--- src/hdl/tcce_pkg.sv ---
`timescale 1ns / 1ps
// ----------------------------------------------------------------------------
// tcce_pkg
// Shared types and constants of the text console cursor engine: screen
// geometry, field widths, character codes and the result record.
// ----------------------------------------------------------------------------
package tcce_pkg;

  // screen geometry
  localparam int COLUMNS = 80;
  localparam int ROWS    = 25;

  // field widths
  localparam int COL_W  = 7;
  localparam int ROW_W  = 5;
  localparam int CELL_W = 11;
  localparam int BYTE_W = 8;
  localparam int PROD_W = ROW_W + COL_W + 1;

  // character codes
  localparam logic [BYTE_W-1:0] CH_NEWLINE   = 8'h0A;
  localparam logic [BYTE_W-1:0] CH_RETURN    = 8'h0D;
  localparam logic [BYTE_W-1:0] CH_BACKSPACE = 8'h08;
  localparam logic [BYTE_W-1:0] CH_BLANK     = 8'h20;
  localparam logic [BYTE_W-1:0] CH_PRINT_LO  = 8'h20;
  localparam logic [BYTE_W-1:0] CH_PRINT_HI  = 8'h7F;

  localparam logic [BYTE_W-1:0] ATTR_RESET = 8'h07;

  // command codes
  typedef enum logic {
    OP_PUT_CHAR = 1'b0,
    OP_CLEAR    = 1'b1
  } opcode_t;

  // result action codes
  typedef enum logic [1:0] {
    ACT_CURSOR = 2'd0,
    ACT_CELL   = 2'd1,
    ACT_ROW    = 2'd2,
    ACT_SCREEN = 2'd3
  } action_t;

  // one result beat
  typedef struct packed {
    action_t             action;
    logic [CELL_W-1:0]   cell_index;
    logic [BYTE_W-1:0]   glyph;
    logic [BYTE_W-1:0]   cell_attribute;
    logic [ROW_W-1:0]    cleared_row;
    logic [COL_W-1:0]    cursor_column;
    logic [ROW_W-1:0]    cursor_row;
    logic                last;
  } result_t;

endpackage

--- src/hdl/text_console_cursor_engine_unit.sv ---
`timescale 1ns / 1ps
// ----------------------------------------------------------------------------
// text_console_cursor_engine_unit
// Teletype cursor engine for a character-cell screen: turns put-character and
// clear-screen commands into cell writes, row clears and screen clears.
// ----------------------------------------------------------------------------
// usage
//   in_*   : one command per beat (opcode, char_code), valid/ready
//   out_*  : one memory action per beat, valid/ready; out_last marks the
//            final beat of a command (a command gives one or two beats)
//   cfg_*  : write of the attribute byte; always ready, take it while idle
// timing
//   the cursor update and result build sit between the input handshake and
//   a four-entry result queue; each command's beats are written into the
//   queue on acceptance and reach out_* when they are at its head
//   one command per cycle while commands give one beat each and the receiver
//   takes every beat; a command that wraps past the bottom row with a cell
//   write fills two beats, and the single output port passes them one by one
// reset
//   cursor goes home, attribute returns to 0x07, the queue empties
// stall
//   while out_ready is low beats wait in the queue; in_ready drops once
//   fewer than two queue entries are free
// ----------------------------------------------------------------------------
module text_console_cursor_engine_unit
  import tcce_pkg::*;
(
  input  logic              clk,
  input  logic              rst_n,
  // command channel
  input  logic              in_valid,
  output logic              in_ready,
  input  logic              in_opcode,
  input  logic [BYTE_W-1:0] in_char_code,
  // result channel
  output logic              out_valid,
  input  logic              out_ready,
  output logic [1:0]        out_action,
  output logic [CELL_W-1:0] out_cell_index,
  output logic [BYTE_W-1:0] out_glyph,
  output logic [BYTE_W-1:0] out_cell_attribute,
  output logic [ROW_W-1:0]  out_cleared_row,
  output logic [COL_W-1:0]  out_cursor_column,
  output logic [ROW_W-1:0]  out_cursor_row,
  output logic              out_last,
  // attribute register write
  input  logic              cfg_valid,
  output logic              cfg_ready,
  input  logic [BYTE_W-1:0] cfg_data
);

  localparam int QDEPTH = 4;
  localparam int QPTR_W = 2;
  localparam int QCNT_W = 3;

  // architectural state
  logic [COL_W-1:0]  column_pos_r, column_pos_nxt;
  logic [ROW_W-1:0]  row_pos_r, row_pos_nxt;
  logic [BYTE_W-1:0] attr_r;

  // result queue
  result_t           queue_r [QDEPTH];
  logic [QPTR_W-1:0] wr_ptr_r, rd_ptr_r;
  logic [QCNT_W-1:0] count_r;

  logic in_fire, out_fire;

  // per-command results
  result_t res0, res1;
  logic    two_beats;

  // scratch for the cursor update
  logic [COL_W:0]     col_a;
  logic [ROW_W:0]     row_a;
  logic [COL_W-1:0]   wcol;
  logic [BYTE_W-1:0]  wglyph;
  logic               wrote;
  logic [PROD_W-1:0]  cell_sum;
  result_t            cell_res;

  assign cfg_ready = 1'b1;
  assign in_ready  = (count_r <= QCNT_W'(QDEPTH - 2));
  assign in_fire   = in_valid && in_ready;
  assign out_valid = (count_r != '0);
  assign out_fire  = out_valid && out_ready;

  // cell address of the written cell
  assign cell_sum = PROD_W'(row_pos_r) * PROD_W'(COLUMNS) + PROD_W'(wcol);

  always_comb begin
    col_a     = {1'b0, column_pos_r};
    row_a     = {1'b0, row_pos_r};
    wcol      = column_pos_r;
    wglyph    = '0;
    wrote     = 1'b0;
    two_beats = 1'b0;
    res0      = '0;
    res1      = '0;
    cell_res  = '0;

    // character handling
    if (in_char_code == CH_NEWLINE) begin
      row_a = row_a + 1'b1;
      col_a = '0;
    end else if (in_char_code == CH_RETURN) begin
      col_a = '0;
    end else if (in_char_code == CH_BACKSPACE) begin
      if (column_pos_r != '0) begin
        col_a  = col_a - 1'b1;
        wcol   = column_pos_r - 1'b1;
        wrote  = 1'b1;
        wglyph = CH_BLANK;
      end else if (row_pos_r != '0) begin
        row_a = row_a - 1'b1;
        col_a = (COL_W + 1)'(COLUMNS - 1);
      end
    end else if (in_char_code >= CH_PRINT_LO && in_char_code <= CH_PRINT_HI) begin
      wrote  = 1'b1;
      wglyph = in_char_code;
      col_a  = col_a + 1'b1;
    end

    // line wrap
    if (col_a >= (COL_W + 1)'(COLUMNS)) begin
      col_a = '0;
      row_a = row_a + 1'b1;
    end

    cell_res.action         = ACT_CELL;
    cell_res.cell_index     = CELL_W'(cell_sum);
    cell_res.glyph          = wglyph;
    cell_res.cell_attribute = attr_r;

    if (in_opcode == OP_CLEAR) begin
      // clear screen and home
      column_pos_nxt        = '0;
      row_pos_nxt           = '0;
      res0.action           = ACT_SCREEN;
      res0.glyph            = CH_BLANK;
      res0.cell_attribute   = attr_r;
      res0.last             = 1'b1;
    end else if (row_a >= (ROW_W + 1)'(ROWS)) begin
      // overflow past the bottom row: blank it and park the cursor
      column_pos_nxt = '0;
      row_pos_nxt    = ROW_W'(ROWS - 1);
      res1.action          = ACT_ROW;
      res1.glyph           = CH_BLANK;
      res1.cell_attribute  = attr_r;
      res1.cleared_row     = ROW_W'(ROWS - 1);
      res1.last            = 1'b1;
      if (wrote) begin
        two_beats  = 1'b1;
        res0       = cell_res;
        res0.last  = 1'b0;
      end else begin
        res0 = res1;
      end
    end else begin
      column_pos_nxt = COL_W'(col_a);
      row_pos_nxt    = ROW_W'(row_a);
      if (wrote) begin
        res0 = cell_res;
      end else begin
        res0.action = ACT_CURSOR;
      end
      res0.last = 1'b1;
    end

    // every beat reports the cursor after the command
    res0.cursor_column = column_pos_nxt;
    res0.cursor_row    = row_pos_nxt;
    res1.cursor_column = column_pos_nxt;
    res1.cursor_row    = row_pos_nxt;
  end

  // cursor and attribute registers
  always_ff @(posedge clk) begin
    if (!rst_n) begin
      column_pos_r <= '0;
      row_pos_r    <= '0;
      attr_r       <= ATTR_RESET;
    end else begin
      if (in_fire) begin
        column_pos_r <= column_pos_nxt;
        row_pos_r    <= row_pos_nxt;
      end
      if (cfg_valid && cfg_ready) begin
        attr_r <= cfg_data;
      end
    end
  end

  // queue control
  always_ff @(posedge clk) begin
    if (!rst_n) begin
      wr_ptr_r <= '0;
      rd_ptr_r <= '0;
      count_r  <= '0;
    end else begin
      if (in_fire) begin
        wr_ptr_r <= wr_ptr_r + (two_beats ? QPTR_W'(2) : QPTR_W'(1));
      end
      if (out_fire) begin
        rd_ptr_r <= rd_ptr_r + 1'b1;
      end
      count_r <= count_r
               + (in_fire ? (two_beats ? QCNT_W'(2) : QCNT_W'(1)) : QCNT_W'(0))
               - (out_fire ? QCNT_W'(1) : QCNT_W'(0));
    end
  end

  // queue storage, payload only
  always_ff @(posedge clk) begin
    if (in_fire) begin
      queue_r[wr_ptr_r] <= res0;
      if (two_beats) begin
        queue_r[wr_ptr_r + 1'b1] <= res1;
      end
    end
  end

  // head of the queue drives the result beat
  assign out_action         = queue_r[rd_ptr_r].action;
  assign out_cell_index     = queue_r[rd_ptr_r].cell_index;
  assign out_glyph          = queue_r[rd_ptr_r].glyph;
  assign out_cell_attribute = queue_r[rd_ptr_r].cell_attribute;
  assign out_cleared_row    = queue_r[rd_ptr_r].cleared_row;
  assign out_cursor_column  = queue_r[rd_ptr_r].cursor_column;
  assign out_cursor_row     = queue_r[rd_ptr_r].cursor_row;
  assign out_last           = queue_r[rd_ptr_r].last;

endmodule

--- config.mk ---
export PLATFORM = sky130hd
export DESIGN_NAME = text_console_cursor_engine_unit
export DESIGN_NICKNAME = d
export VERILOG_FILES = /design/src/hdl/tcce_pkg.sv /design/src/hdl/text_console_cursor_engine_unit.sv
export SDC_FILE = /design/constraint.sdc
export NUM_CORES = 1
export LEC_CHECK = 0
export BUFFER_PORTS_ARGS = -buffer_cell sky130_fd_sc_hd__buf_2
export CAP_MARGIN = 30
export CORE_MARGIN = 2
export CORE_UTILIZATION = 52
export DETAILED_ROUTE_END_ITERATION = 16
export HOLD_SLACK_MARGIN = 0.05
export PLACE_DENSITY = 0.7
export RECOVER_POWER = 50
export SYNTH_ARGS = -nofsm -noshare
export SYNTH_HDL_FRONTEND = slang
export SYNTH_SLANG_ARGS = --single-unit
export TNS_END_PERCENT = 30
--- constraint.sdc ---
create_clock -name clk -period 6.2 [get_ports clk]
set_input_delay 0.93 -clock clk [delete_from_list [all_inputs] [get_ports clk]]
set_output_delay 0.93 -clock clk [all_outputs]
set_load 0.02 [all_outputs]
==> Word level (Yosys, flattened, before mapping) <==
Memories as Yosys holds them, arrays and structs flattened. A register that Yosys moved wholly into a read port is not among the register bits.
Index checks and enable logic that the tools add are counted.
{ "word_totals": {"mem_count": 1, "in_bits": 22, "ramBits": 188, "out_inout_bits": 50, "word_cells": 94, "regBits": 27} }
{ "mem_list": {"columns": ["name", "depth", "word_bits", "read_ports", "rd_clocked_by_memory_dff", "wr", "line_no", "rtl"], "rows": [
  ["queue_r", 4, 47, 1, 1, 2, "text_console_cursor_engine_unit.sv:62", "result_t queue_r [QDEPTH];"]
]} }
{ "op_classes": {"magnitude_cmp": 5, "add_sub_neg": 12, "mux": 60, "n_eq_ne": 3, "multipliers": 1, "reduce_logical": 6} }
{ "op_table": {"columns": ["op", "count"], "rows": [
  ["$mux W47", 2],
  ["$mux W8", 9],
  ["$mux W7", 8],
  ["$mux W45", 1],
  ["$mux W6", 7],
  ["$mux W19", 2],
  ["$eq A8 B4 Y1 const B", 3],
  ["$mux W1", 18],
  ["$mux W17", 1],
  ["$mux W16", 1],
  ["$mux W2", 8],
  ["$add A11 B7 Y11", 1],
  ["$mux W11", 1],
  ["$mux W5", 2],
  ["$add A7 B1 Y8 const B", 1],
  ["$ge A8 B6 Y1 const B", 1],
  ["$ge A8 B7 Y1 const B", 1],
  ["$le A8 B7 Y1 const B", 1],
  ["$sub A7 B1 Y8 const B", 1],
  ["$mul A5 B3 Y7 const B", 1],
  ["$reduce_bool A7 Y1", 1],
  ["$sub A7 B1 Y7 const B", 1],
  ["$add A5 B1 Y6 const B", 1],
  ["$add A6 B1 Y6 const B", 1],
  ["10 further kinds", 13]
]} }

==> Longest topological paths before layout <==
Gate-level depths: netlist of the first run.
{ "logic_depth": {"ltp_word": 15, "mapped_depth": 26, "depth_no_buf": 24} }

==> Worst setup path after synthesis of the first run <==
Ideal clock, no wire load.
{ "synth_path": {"path_type": "in2reg", "from": "input in_char_code[7]", "to": "register count_r[2]", "setup_ps": 115, "n_path_buf": 0, "slack_ps": 1255, "arrival_ps": 4830, "cell_stages": 22, "required_ps": 6085, "cell_sequence": "or4b_1 nor2_2 a21oi_1 o311ai_2 ha_1 nor2b_1 nor2b_1 a221oi_1 o2111ai_1 nor2_1 or4b_1 a21oi_1 nor2_2 nand2_1 ha_1 inv_1 ha_1 inv_1 fa_1 xor2_1 xnor2_1 and2_1"} }
{ "synth_via": {"elab_chain_cells": 15, "elab_cells_between_ends": 28, "classes_between": "add/sub (3); order compare (4); eq/ne (3); mux (17); reduce/logical (1)"} }
{ "synth_rtl": {"columns": ["item", "line_no", "rtl"], "rows": [
  ["from (decl)", "text_console_cursor_engine_unit.sv:34", "input logic [BYTE_W-1:0] in_char_code,"],
  ["$ge A8 B6 Y1 or $le A8 B7 Y1 (tied branches)", "text_console_cursor_engine_unit.sv:117", "end else if (in_char_code >= CH_PRINT_LO && in_char_code <= CH_PRINT_HI) begin"],
  ["$logic_and A1 B1 Y1", "text_console_cursor_engine_unit.sv:117", null],
  ["$mux W8", "text_console_cursor_engine_unit.sv:117", null],
  ["$mux W8", "text_console_cursor_engine_unit.sv:107", "end else if (in_char_code == CH_BACKSPACE) begin"],
  ["$mux W8", "text_console_cursor_engine_unit.sv:105", "end else if (in_char_code == CH_RETURN) begin"],
  ["$mux W8", "text_console_cursor_engine_unit.sv:102", "if (in_char_code == CH_NEWLINE) begin"],
  ["$ge A8 B7 Y1", "text_console_cursor_engine_unit.sv:124", "if (col_a >= (COL_W + 1)'(COLUMNS)) begin"],
  ["$mux W6", "text_console_cursor_engine_unit.sv:124", null],
  ["$ge A6 B5 Y1", "text_console_cursor_engine_unit.sv:142", "end else if (row_a >= (ROW_W + 1)'(ROWS)) begin"],
  ["$mux W1 *", "text_console_cursor_engine_unit.sv:142", null],
  ["$mux W1 *", "text_console_cursor_engine_unit.sv:134", "if (in_opcode == OP_CLEAR) begin"],
  ["$mux W2 * (2 in a row)", "text_console_cursor_engine_unit.sv:207", "+ (in_fire ? (two_beats ? QCNT_W'(2) : QCNT_W'(1)) : QCNT_W'(0))"],
  ["$add A3 B2 Y3 *", "text_console_cursor_engine_unit.sv:207", null],
  ["$sub A3 B1 Y3 *", "text_console_cursor_engine_unit.sv:208", "- (out_fire ? QCNT_W'(1) : QCNT_W'(0));"],
  ["to (signal assigned)", "text_console_cursor_engine_unit.sv:206", "count_r <= count_r"],
  ["to (decl)", "text_console_cursor_engine_unit.sv:64", "logic [QCNT_W-1:0] count_r;"]
]} }
Every way passes the cells marked *; elsewhere a longest branch is shown, timed or not.
A chain may end at the register's enable or synchronous reset.

==> Worst setup path in the final report of the first run <==
{ "layout_path": {"from": "register row_pos_r[1]", "to": "register count_r[2]"} }
{ "layout_via": {"elab_chain_cells": 15, "elab_cells_between_ends": 23, "classes_between": "add/sub (5); order compare (2); mux (15); reduce/logical (1)"} }
{ "layout_rtl": {"columns": ["item", "line_no", "rtl"], "rows": [
  ["from (decl)", "text_console_cursor_engine_unit.sv:58", "logic [ROW_W-1:0] row_pos_r, row_pos_nxt;"],
  ["from (signal assigned)", "text_console_cursor_engine_unit.sv:185", "row_pos_r <= row_pos_nxt;"],
  ["$sub A5 B1 Y6 or $reduce_bool A5 Y1 (tied branches)", "text_console_cursor_engine_unit.sv:114, text_console_cursor_engine_unit.sv:113", null],
  ["$mux W6 or $mux W7 (tied branches)", "text_console_cursor_engine_unit.sv:113", "end else if (row_pos_r != '0) begin"],
  ["$mux W6 or $mux W8 (tied branches)", "text_console_cursor_engine_unit.sv:108", "if (column_pos_r != '0) begin"],
  ["$mux W6 or $mux W8 (tied branches)", "text_console_cursor_engine_unit.sv:107", null],
  ["$mux W6 or $mux W8 (tied branches)", "text_console_cursor_engine_unit.sv:105", null],
  ["$mux W6 or $mux W8 (tied branches)", "text_console_cursor_engine_unit.sv:102", null],
  ["$add A6 B1 Y6 or $ge A8 B7 Y1 (tied branches)", "text_console_cursor_engine_unit.sv:126, text_console_cursor_engine_unit.sv:124", null],
  ["$mux W6 *", "text_console_cursor_engine_unit.sv:124", null],
  ["$ge A6 B5 Y1 *", "text_console_cursor_engine_unit.sv:142", null],
  ["$mux W1 *", "text_console_cursor_engine_unit.sv:142", null],
  ["$mux W1 *", "text_console_cursor_engine_unit.sv:134", null],
  ["$mux W2 * (2 in a row)", "text_console_cursor_engine_unit.sv:207", null],
  ["$add A3 B2 Y3 *", "text_console_cursor_engine_unit.sv:207", null],
  ["$sub A3 B1 Y3 *", "text_console_cursor_engine_unit.sv:208", null]
]} }
Marks and branches as above.

==> results of run 1 <==
[path summary, 6_finish.rpt]
path / from / to / cells past startpoint
hold reg to reg: queue_r[2][33] / queue_r[2][33] / 1
setup reg to reg: row_pos_r[1] / count_r[2] / 24
hold / removal: queue_r[2][33] / queue_r[2][33] / 1
setup / recovery: row_pos_r[1] / count_r[2] / 24
[critical path: cells and delay by family, from the launching register on]
family	cells	cell delay [ns]
xor+xnor	2	0.28
simple gates	9	2.36
compound gates	4	0.69
buf+inv	4	0.43
flops	1	0.30
fa+ha+maj	5	1.22
[power breakdown]
part | total [mW] | switching (mW) | internal [mW]
sequential | 1.58 | 0.0582 | 1.53
clock | 1.29 | 0.532 | 0.760
combinational | 0.867 | 0.535 | 0.332
total | 3.74 | 1.13 | 2.62
[cell families (layout without fill, tap and decap cells)]
kind of cell / after synthesis / after routing / synth area share
compound gates: 215 / 215 / 0.170
xor+xnor: 19 / 19 / 0.0168
fa+ha+maj: 21 / 21 / 0.0287
buf+inv: 85 / 143 / 0.0383
flops: 201 / 201 / 0.502
mux: 54 / 54 / 0.109
other cells: 2 / 4 / 0.000756
simple gates: 261 / 261 / 0.135
[stage by stage]
step | instances | hold slack [ns] | utilization | area [µm²]
6_report | 1152 | 0.454 | 0.589 | 11000
5_1_grt | 1152 | 0.472 | 0.589 | 11000
4_1_cts | 1152 | 0.457 | 0.595 | 11100
3_5_place_dp | 1112 | 0.442 | 0.556 | 10400
3_3_place_gp | 1111 | 0.440 | 0.556 | 10400
2_1_floorplan | 860 | 0.424 | - | 9940
[state kept, by name (all words and copies together), names as in the netlist, named ones only]
register and count:
column_pos_r 7, rd_ptr_r 2, count_r 3, queue_r 172
wr_ptr_r 2, attr_r 8, row_pos_r 5
[Yosys cell counts, types with 3 or more instances]
cell type	number	area, µm²
xnor2_1	12	105
o2bb2ai_1	8	70.1
fa_1	3	60.1
o21ai_1	23	115
a31oi_1	5	31.3
edfxtp_1	96	2880
clkbuf_1	33	124
a21oi_1	21	105
nor2_2	3	18.8
buf_2	22	110
dfxtp_1	105	2100
o211ai_1	3	22.5
nor2b_1	13	81.3
nor2_1	90	338
nand4_1	3	18.8
or4b_1	3	30.0
o21a_1	9	67.6
a22o_1	45	394
nor3_1	14	70.1
nor4b_2	3	45.0
inv_2	4	15.0
a21o_1	10	75.1
xor2_1	7	61.3
nand4b_1	3	26.3
o21bai_1	5	37.5
nand2_1	52	195
nand3_1	19	95.1
ha_1	18	225
a21oi_2	4	35.0
nand2b_1	8	50.1
inv_1	12	45.0
and2_1	17	106
mux2i_1	11	110
buf_4	5	37.5
o21ai_0	9	45.0
nor4_1	3	18.8
a21boi_1	32	240
buf_1	7	26.3
mux4_2	43	968
or3_1	9	56.3
a32o_1	22	220
[final cells by class]
type,count,area [µm²],area share
multi-input cells,574,4530,0.411
clock inverters,9,90.1,0.00818
flip-flops and latches,201,4990,0.453
well taps,234,293,0.0266
inverters,16,60.1,0.00545
clock buffers,31,634,0.0576
repair buffers,87,419,0.0380
[layer usage]
metal	part of all wire	vias to the layer above	wire length (µm)
li1	-	3327	-
met1	0.44	3536	10800
met2	0.48	247	11800
met3	0.054	41	1330
met4	0.025	0	614
met5	0	-	0
==> summary.md, run 1 <==
| Metric | Value |
|---|---|
| Status | `finished, violations left` |
| Max_cap viols | `1` |
| Reg2Reg Setup Slack | `0.81 ns` |
| 1st-iter DRT viols | `503` |
| I/O Buffers | `67` |
| DR WL/cell | `21.3 µm` |
| Leakage | `3.99 nW` |
| Die X | `142 µm` |
| Hold Buf Count CTS | `0` |
| Ports | `72` |
| Worst-path clk slew | `0.06 ns` |
| # clock sinks | `201` |
| Cell Area, Synth | `0.00993 mm²` |
| Period utilization | `0.869` |
| WL final | `24.6 mm` |
| Register bit count reported by yosys | `201` |
| RSZ-0062 raised after global routing | `false` |
| Met2 Use GR | `0.407` |
| Initial antenna violation count | `0` |
| Core Box Area | `0.0187 mm²` |
| Grt peak-use layer | `met2` |
| Power Density | `340 mW/mm²` |
| Post-synth cell types | `77` |
| Worst slew pin tran | `1.75 ns` |
| Worst slew margin | `-0.163` |
| Post-synth EDFFs | `96` |
| Worst skew pair latency | `0.51 ns` |
| Sequential element share of the synthesized area | `0.502` |
| GR Util met3 | `0.0326` |
| Count of pins over their slew limit | `44` |
| Tot Pwr | `3.74 mW` |
| H-tree Lvls | `1` |
| Total CTS buffers | `22` |
| Initial Util | `0.531` |
| DRC viols | `0` |
| CP required | `6.60 ns` |
| Crit path cell chain | `buf_4, inv_1, ha_1, or4b_1, and4_1, o221ai_2, ha_1, nor2b_1, nor2b_1, a221oi_1, o2111ai_1, nor2_1, or4b_1, a21oi_1, nor2_1, nand2_1, ha_1, inv_1, ha_1, inv_1, fa_1, xor2_1, xnor2_1, and2_1` |
| Vias post-DR | `7151` |
| Most common cell after layout, fill and taps aside | `dfxtp_1` |
| Hold Crit Class | `reg2reg` |
| Most frequent cells in the layout | `dfxtp_1, edfxtp_1, nor2_1` |
| Mean area per synthesized cell | `11.6 µm²` |
| DRT Pass-1 Iters | `7` |
| CP Launch Type | `flip-flop` |
| Final Worst Setup Slack | `0.814 ns` |
| Warnings, synthesis | `0` |
| Area growth from synthesis to layout | `10.9%` |
| Global-route wire length before repair | `38.5 mm` |
| Max VDD drop | `0.259 mV` |
| Vias in the first global route | `7019` |
| CP max stage cell | `or4b_1` |
| DIE HEIGHT | `142 µm` |
| Crit-path max FO | `8` |
| Skew final | `0.0111 ns` |
| Cells after Synth | `858` |
| Setup TNS | `0 ns` |
| Worst path most repeated cell | `ha_1` |
| Crit path DAT | `5.78 ns` |
| Dpl ws | `0.752 ns` |
| Total global routing overflow | `0` |
| Share of layout cells above drive strength 1 | `0.154` |
| DR vias/cell | `6.21` |
| GPL Wtd Cong | `0.900` |
| All-Layer GR Usage | `0.244` |
| Failing checks | `max-capacitance violations, max-slew violations` |
| M1 GR Usage | `0.337` |
| Ys flop type | `dfxtp_1` |
| Fin nets | `945` |
| Clock period minus final worst setup slack | `5.39 ns` |
| Final hold violations | `0` |
| Crit Path Class | `reg2reg` |
| Die area | `0.0202 mm²` |
| Clk root buf | `clkbuf_16` |
| Fmax | `0.186 GHz` |
| Filler cell count in the final layout | `1584` |
| CTS max path bufs | `3` |
| Final ANT Viol Nets | `0` |
| Post-CTS Setup Inserts | `0` |
| Crit path largest cell delay | `0.61 ns` |
| Cell Rows | `50` |
| Hpwl dp | `15.7 mm` |
| CTS tree | `built` |
| Crit. End Element | `flip-flop` |
| ANT cells | `0` |
| Cts repair resizes | `0` |
| Async SR Flop Fraction | `0` |
| Final setup violation count | `0` |
| Largest net degree at the start of global routing | `44` |
(Power assumes the default switching activity.)
==> run 2, diff against run 1 <==
--- a/config.mk
+++ b/config.mk
@@ -7,11 +7,11 @@
 export LEC_CHECK = 0
 export BUFFER_PORTS_ARGS = -buffer_cell sky130_fd_sc_hd__buf_2
 export CAP_MARGIN = 30
-export CORE_MARGIN = 2
+export CORE_ASPECT_RATIO = 0.7
 export CORE_UTILIZATION = 52
 export DETAILED_ROUTE_END_ITERATION = 16
 export HOLD_SLACK_MARGIN = 0.05
-export PLACE_DENSITY = 0.7
+export PLACE_DENSITY = 0.73
 export RECOVER_POWER = 50
 export SYNTH_ARGS = -nofsm -noshare
 export SYNTH_HDL_FRONTEND = slang
==> constraint.sdc (replaced) <==
create_clock -name clk -period 4.5 [get_ports clk]
set_input_delay 0.675 -clock clk [delete_from_list [all_inputs] [get_ports clk]]
set_output_delay 0.675 -clock clk [all_outputs]
set_load 0.02 [all_outputs]
==> run 2 against run 1 <==
The run ends with max-capacitance violations, max-slew violations, negative setup slack left. Sequential share of layout area is 3.3 points lower. Clock-buffer cell count is 4 lower. Fmax is 18% higher. Combinational power is 45% higher. Non-clock buffer count is 78 higher. Critical path type unchanged. Largest power group unchanged.
==> summary.md, run 2 (synthesized netlist as in run 1, its figures left out) <==
| Metric | Value |
|---|---|
| DRT Pass-1 Iters | `6` |
| Hold Crit Class | `in2reg` |
| Finished Layout Cells | `1228` |
| # clock sinks | `201` |
| DIE HEIGHT | `118 µm` |
| Die area | `0.0197 mm²` |
| Status | `finished, violations left` |
| Largest registers | `queue_r x172, attr_r x8, column_pos_r x7` |
| WL final | `25.9 mm` |
| Psw | `1.55 mW` |
| Most common cell after layout, fill and taps aside | `dfxtp_1` |
| Largest register FFs | `172` |
| Leakage | `4.40 nW` |
| Cell Rows | `41` |
| Clock period minus final worst setup slack | `4.55 ns` |
| Max VDD drop | `0.284 mV` |
| Worst-path clk slew | `0.06 ns` |
| GPL Wtd Cong | `0.923` |
| I/O Buffers | `67` |
| Total CTS buffers | `20` |
| Final hold violations | `0` |
| Dpl ws | `-0.323 ns` |
| ANT cells | `0` |
| Largest Register | `queue_r` |
| Share of layout cells above drive strength 1 | `0.249` |
| Die X | `167 µm` |
| CP Launch Type | `flip-flop` |
| Worst slew margin | `-0.146` |
| Sw frac | `0.307` |
| Logic pwr share | `0.251` |
| Ports | `72` |
| CTS tree | `built` |
| Final ANT Viol Nets | `0` |
| Worst slew pin tran | `1.72 ns` |
| Placed cells | `1181` |
| H-tree Lvls | `1` |
| RSZ-0062 raised after global routing | `true` |
| CP required | `4.89 ns` |
| Fin nets | `1021` |
| DP Area | `0.0110 mm²` |
| Core Box Area | `0.0184 mm²` |
| Crit Path Class | `reg2reg` |
| Crit path DAT | `4.93 ns` |
| Vias post-DR | `7580` |
| Initial antenna violation count | `0` |
| Hpwl dp | `17.0 mm` |
| Count of pins over their slew limit | `44` |
| Crit. End Element | `flip-flop` |
| Seq pwr share | `0.435` |
| Post-route cell area | `0.0119 mm²` |
| Max_cap viols | `1` |
| Skew final | `0.0285 ns` |
| Power Density | `424 mW/mm²` |
| Area growth from synthesis to layout | `19.8%` |
| Total global routing overflow | `0` |
| Worst skew pair latency | `0.52 ns` |
| Clk root buf | `clkbuf_16` |
| Initial Util | `0.541` |
| Failing checks | `max-capacitance violations, max-slew violations, negative setup slack` |
| Most frequent cells in the layout | `dfxtp_1, edfxtp_1, nor2_1` |
| Fmax | `0.220 GHz` |
| Int Pwr | `3.49 mW` |
| Largest net degree at the start of global routing | `44` |
| Hold Buf Count CTS | `0` |
| 1st-iter DRT viols | `819` |
| DR WL/cell | `21.1 µm` |
| Final Worst Setup Slack | `-0.0461 ns` |
| Period utilization | `1.01` |
| Vias in the first global route | `7369` |
| Global-route wire length before repair | `40.8 mm` |
| Hold Slack | `0.372 ns` |
| Crit-path max FO | `4` |
| CTS max path bufs | `3` |
| All-Layer GR Usage | `0.264` |
| DR vias/cell | `6.17` |
| Final setup violation count | `1` |
| Clock power frac | `0.315` |
| DRC viols | `0` |
run 2: cell count changes in the layout (fill, tap and decap cells not counted), sizes merged:
cell | previous run | this run
bufinv | 1 | 0
clkbuf | 82 | 76
buf | 36 | 116
clkinv | 6 | 9
clkinvlp | 1 | 0
inv | 17 | 16
run 2: worst max-delay path: stages, from the launching register on:
cell	delay [ns]
dfxtp_2	0.32
inv_2	0.08
ha_4	0.13
or4b_4	0.47
and4_4	0.22
o311ai_4	0.35
ha_4	0.20
nor2b_4	0.18
nor2b_4	0.16
a221oi_2	0.07
o2111ai_2	0.11
nor2_1	0.07
or4b_4	0.54
a21oi_4	0.18
nor2_4	0.05
nand2_1	0.08
ha_1	0.23
inv_1	0.07
ha_1	0.14
inv_1	0.05
fa_2	0.33
xor2_1	0.16
xnor2_1	0.12
and2_1	0.14
run 2: path summary, 6_finish.rpt:
path                            cells past startpoint      startpoint             end  slack, ns
worst max-delay path                               23    row_pos_r[0]      count_r[2]      -0.05
worst max register to register                     23    row_pos_r[0]      count_r[2]      -0.05
worst min-delay path                                3     cfg_data[2]       attr_r[2]       0.37
worst min register to register                      1  queue_r[3][33]  queue_r[3][33]       0.45
run 2: through the flow:
| step | total power [mW] | setup TNS [ns] | util |
|---|---|---|---|
| after floorplan | 3.10 | -0.137 | - |
| after global placement | 3.49 | -0.178 | 0.600 |
| after detailed placement | 3.51 | -0.441 | 0.600 |
| after CTS | 5.08 | 0 | 0.638 |
| after global routing | 5.26 | -0.335 | 0.648 |
| final | 5.04 | -0.0461 | 0.648 |
run 2: area by class of cell:
class | instances | area, µm²
sequential | 201 | 4990
fill | 1419 | 6470
clock inverter | 9 | 75.1
clock buffer | 27 | 552
timing repair buffer | 165 | 1150
multi-input combinational | 574 | 4760
inverter | 16 | 62.6
tap | 236 | 295
run 2: repair_timing:
item                                    4_1_cts  5_1_grt
endpoints found under the setup margin        1      235
pin swaps                                     8       10
setup buffers                                 5        5
gates resized for setup                       7       21
gates cloned                                  0        3
run 2: layer usage:
layer  vias to the layer above  GRT usage  wire length [µm]
met3                        34     0.0582              2440
met5                         -          0                 0
met2                       338      0.401             11200
met4                         0     0.0487               383
li1                       3470          -                 -
met1                      3738      0.392             11900
run 2: power groups by stage:
stage / Sequential [mW] / Combinational [mW] / Clock [mW]
final: 2.19 / 1.26 / 1.59
after global routing: 2.21 / 1.36 / 1.69
after floorplan: 2.18 / 0.920 / 0
after global placement: 2.22 / 1.27 / 0
after CTS: 2.19 / 1.28 / 1.60
after detailed placement: 2.23 / 1.27 / 0
==> run 3, diff against run 2 <==
--- a/config.mk
+++ b/config.mk
@@ -11,7 +11,7 @@
 export CORE_UTILIZATION = 52
 export DETAILED_ROUTE_END_ITERATION = 16
 export HOLD_SLACK_MARGIN = 0.05
-export PLACE_DENSITY = 0.73
+export PLACE_DENSITY = 0.7
 export RECOVER_POWER = 50
 export SYNTH_ARGS = -nofsm -noshare
 export SYNTH_HDL_FRONTEND = slang
==> constraint.sdc (replaced) <==
create_clock -name clk -period 5.4 [get_ports clk]
set_input_delay 0.81 -clock clk [delete_from_list [all_inputs] [get_ports clk]]
set_output_delay 0.81 -clock clk [all_outputs]
set_load 0.02 [all_outputs]
==> run 3 against run 2 <==
The run ends with max-capacitance violations, max-slew violations left. Clock skew fell by 0.021 ns. Clock power fell by 13%. Critical path depth did not move. Via count fell by 3.0%. Clock-buffer cell count fell by 3. Die area did not move. Sequential power fell by 16%. Sequential share of layout area rose by 2.9 points. Global-route usage rose by 0.40 points. Non-clock buffer count fell by 67. Critical path type unchanged.
==> summary.md, run 3 (synthesized netlist as in run 1, its figures left out) <==
| Metric | Value |
|---|---|
| Period utilization | `0.948` |
| Initial Util | `0.541` |
| DP Area | `0.0105 mm²` |
| Cell Rows | `41` |
| Placed cells | `1124` |
| H-tree Lvls | `1` |
| Count of pins over their slew limit | `32` |
| Initial antenna violation count | `0` |
| Largest net degree at the start of global routing | `44` |
| Sw frac | `0.308` |
| WL final | `25.7 mm` |
| Final Worst Setup Slack | `0.283 ns` |
| Most frequent cells in the layout | `dfxtp_1, edfxtp_1, nor2_1` |
| Fmax | `0.195 GHz` |
| Hold depth | `1` |
| Hpwl dp | `16.9 mm` |
| DR vias/cell | `6.32` |
| Skew final | `0.00726 ns` |
| Largest register FFs | `172` |
| ANT cells | `0` |
| Die X | `167 µm` |
| # clock sinks | `201` |
| Die area | `0.0197 mm²` |
| DR WL/cell | `22.1 µm` |
| All-Layer GR Usage | `0.268` |
| Post-route cell area | `0.0111 mm²` |
| Global-route wire length before repair | `41.3 mm` |
| Clk root buf | `clkbuf_16` |
| Final hold violations | `0` |
| Filler cell count in the final layout | `1553` |
| Seq pwr share | `0.434` |
| CP required | `5.79 ns` |
| DIE HEIGHT | `118 µm` |
| Hold Buf Count CTS | `0` |
| Hold Startpoint | `queue_r[3][33]` |
| Vias in the first global route | `7324` |
| CP Launch Type | `flip-flop` |
| Seq. cell area | `0.00499 mm²` |
| Reg2Reg Setup Slack | `0.28 ns` |
| Share of layout cells above drive strength 1 | `0.170` |
| Failing checks | `max-capacitance violations, max-slew violations` |
| Ports | `72` |
| DRT Pass-1 Iters | `5` |
| Psw | `1.31 mW` |
| DRC viols | `0` |
| 1st-iter DRT viols | `699` |
| CTS max path bufs | `3` |
| Worst skew pair latency | `0.50 ns` |
| Clock period minus final worst setup slack | `5.12 ns` |
| Vias post-DR | `7352` |
| Setup TNS | `0 ns` |
| Worst slew pin tran | `1.82 ns` |
| Crit Path Class | `reg2reg` |
| Worst-path clk slew | `0.07 ns` |
| Worst slew margin | `-0.216` |
| Total CTS buffers | `21` |
| Logic pwr share | `0.241` |
| Most common cell after layout, fill and taps aside | `dfxtp_1` |
| I/O Buffers | `67` |
| GPL Wtd Cong | `0.974` |
| Crit path DAT | `5.50 ns` |
| Clock power frac | `0.325` |
| Final setup violation count | `0` |
| Fin nets | `955` |
| Max_cap viols | `2` |
| Area occupied by multi-input gates | `0.00458 mm²` |
| Largest Register | `queue_r` |
| Crit-path max FO | `8` |
| Dpl ws | `0.209 ns` |
| Area growth from synthesis to layout | `12.1%` |
| R2R Path End | `count_r[2]` |
| Reg2Reg Depth | `23` |
| Total global routing overflow | `0` |
| CTS tree | `built` |
| Worst hold endpoint | `queue_r[3][33]` |
| Tot Pwr | `4.25 mW` |
| Core Box Area | `0.0184 mm²` |
| Power Density | `381 mW/mm²` |
| Reg2reg start | `row_pos_r[0]` |
| Max VDD drop | `0.275 mV` |
| Largest registers | `queue_r x172, attr_r x8, column_pos_r x7` |
| Crit. End Element | `flip-flop` |
| Int Pwr | `2.94 mW` |
| Finished Layout Cells | `1163` |
| Leakage | `4.01 nW` |
| Status | `finished, violations left` |
| Final ANT Viol Nets | `0` |
| Hold Crit Class | `reg2reg` |
## run 3: cell type report
type | count | area share
clock buffer | 24 | 0.0491
clock inverter | 14 | 0.00877
inverter | 16 | 0.00540
multi-input combinational | 574 | 0.411
sequential | 201 | 0.448
tap | 236 | 0.0265
timing repair buffer | 98 | 0.0508
## run 3: worst max-delay path by stage
stage                         start         end  slack, ns  depth (start not counted)
detailed placement     row_pos_r[0]  count_r[2]       0.21                         23
CTS                    row_pos_r[0]  count_r[2]       0.19                         23
finish                 row_pos_r[0]  count_r[2]       0.28                         23
floorplan           in_char_code[7]  count_r[2]       0.57                         22
global placement    in_char_code[7]  count_r[2]       0.39                         23
global route           row_pos_r[0]  count_r[2]     -0.005                         23
## run 3: timing repair
| item | in CTS | in global routing |
|---|---|---|
| buffers inserted | 0 | 0 |
| endpoints found under the setup margin | 0 | 3 |
| resized for setup | 0 | 3 |
## run 3: layer usage
metal,up-vias,track usage,part of all wire
met1,3627,0.404,0.47
met4,0,0.0700,0.023
met2,337,0.389,0.43
li1,3340,-,-
met5,-,0,0
met3,48,0.0595,0.085
## run 3: metrics by stage
| step | utilization | hold WS, ns |
|---|---|---|
| final | 0.606 | 0.454 |
| after global routing | 0.606 | 0.463 |
| after CTS | 0.608 | 0.456 |
| after detailed placement | 0.573 | 0.441 |
| after global placement | 0.573 | 0.439 |
| after floorplan | - | 0.424 |
## run 3: power by group through the flow
stage / clock [mW] / sequential (mW) / combinational (mW)
global route: 1.46 / 1.86 / 1.10
floorplan: 0 / 1.82 / 0.765
finish: 1.38 / 1.84 / 1.02
CTS: 1.40 / 1.93 / 0.953
detailed placement: 0 / 1.96 / 0.947
global placement: 0 / 1.95 / 0.942
## run 3: worst max-delay path, stage by stage (launching register included)
cell,delay [ns]
dfxtp_1,0.40
inv_1,0.16
ha_1,0.18
or4b_4,0.53
and4_4,0.26
o311ai_2,0.41
ha_4,0.24
nor2b_1,0.17
nor2b_1,0.16
a221oi_1,0.09
o2111ai_1,0.13
nor2_1,0.07
or4b_1,0.55
a21oi_1,0.21
nor2_2,0.08
nand2_1,0.09
ha_1,0.23
inv_1,0.06
ha_1,0.13
inv_1,0.05
fa_1,0.37
xor2_1,0.16
xnor2_1,0.12
and2_1,0.15
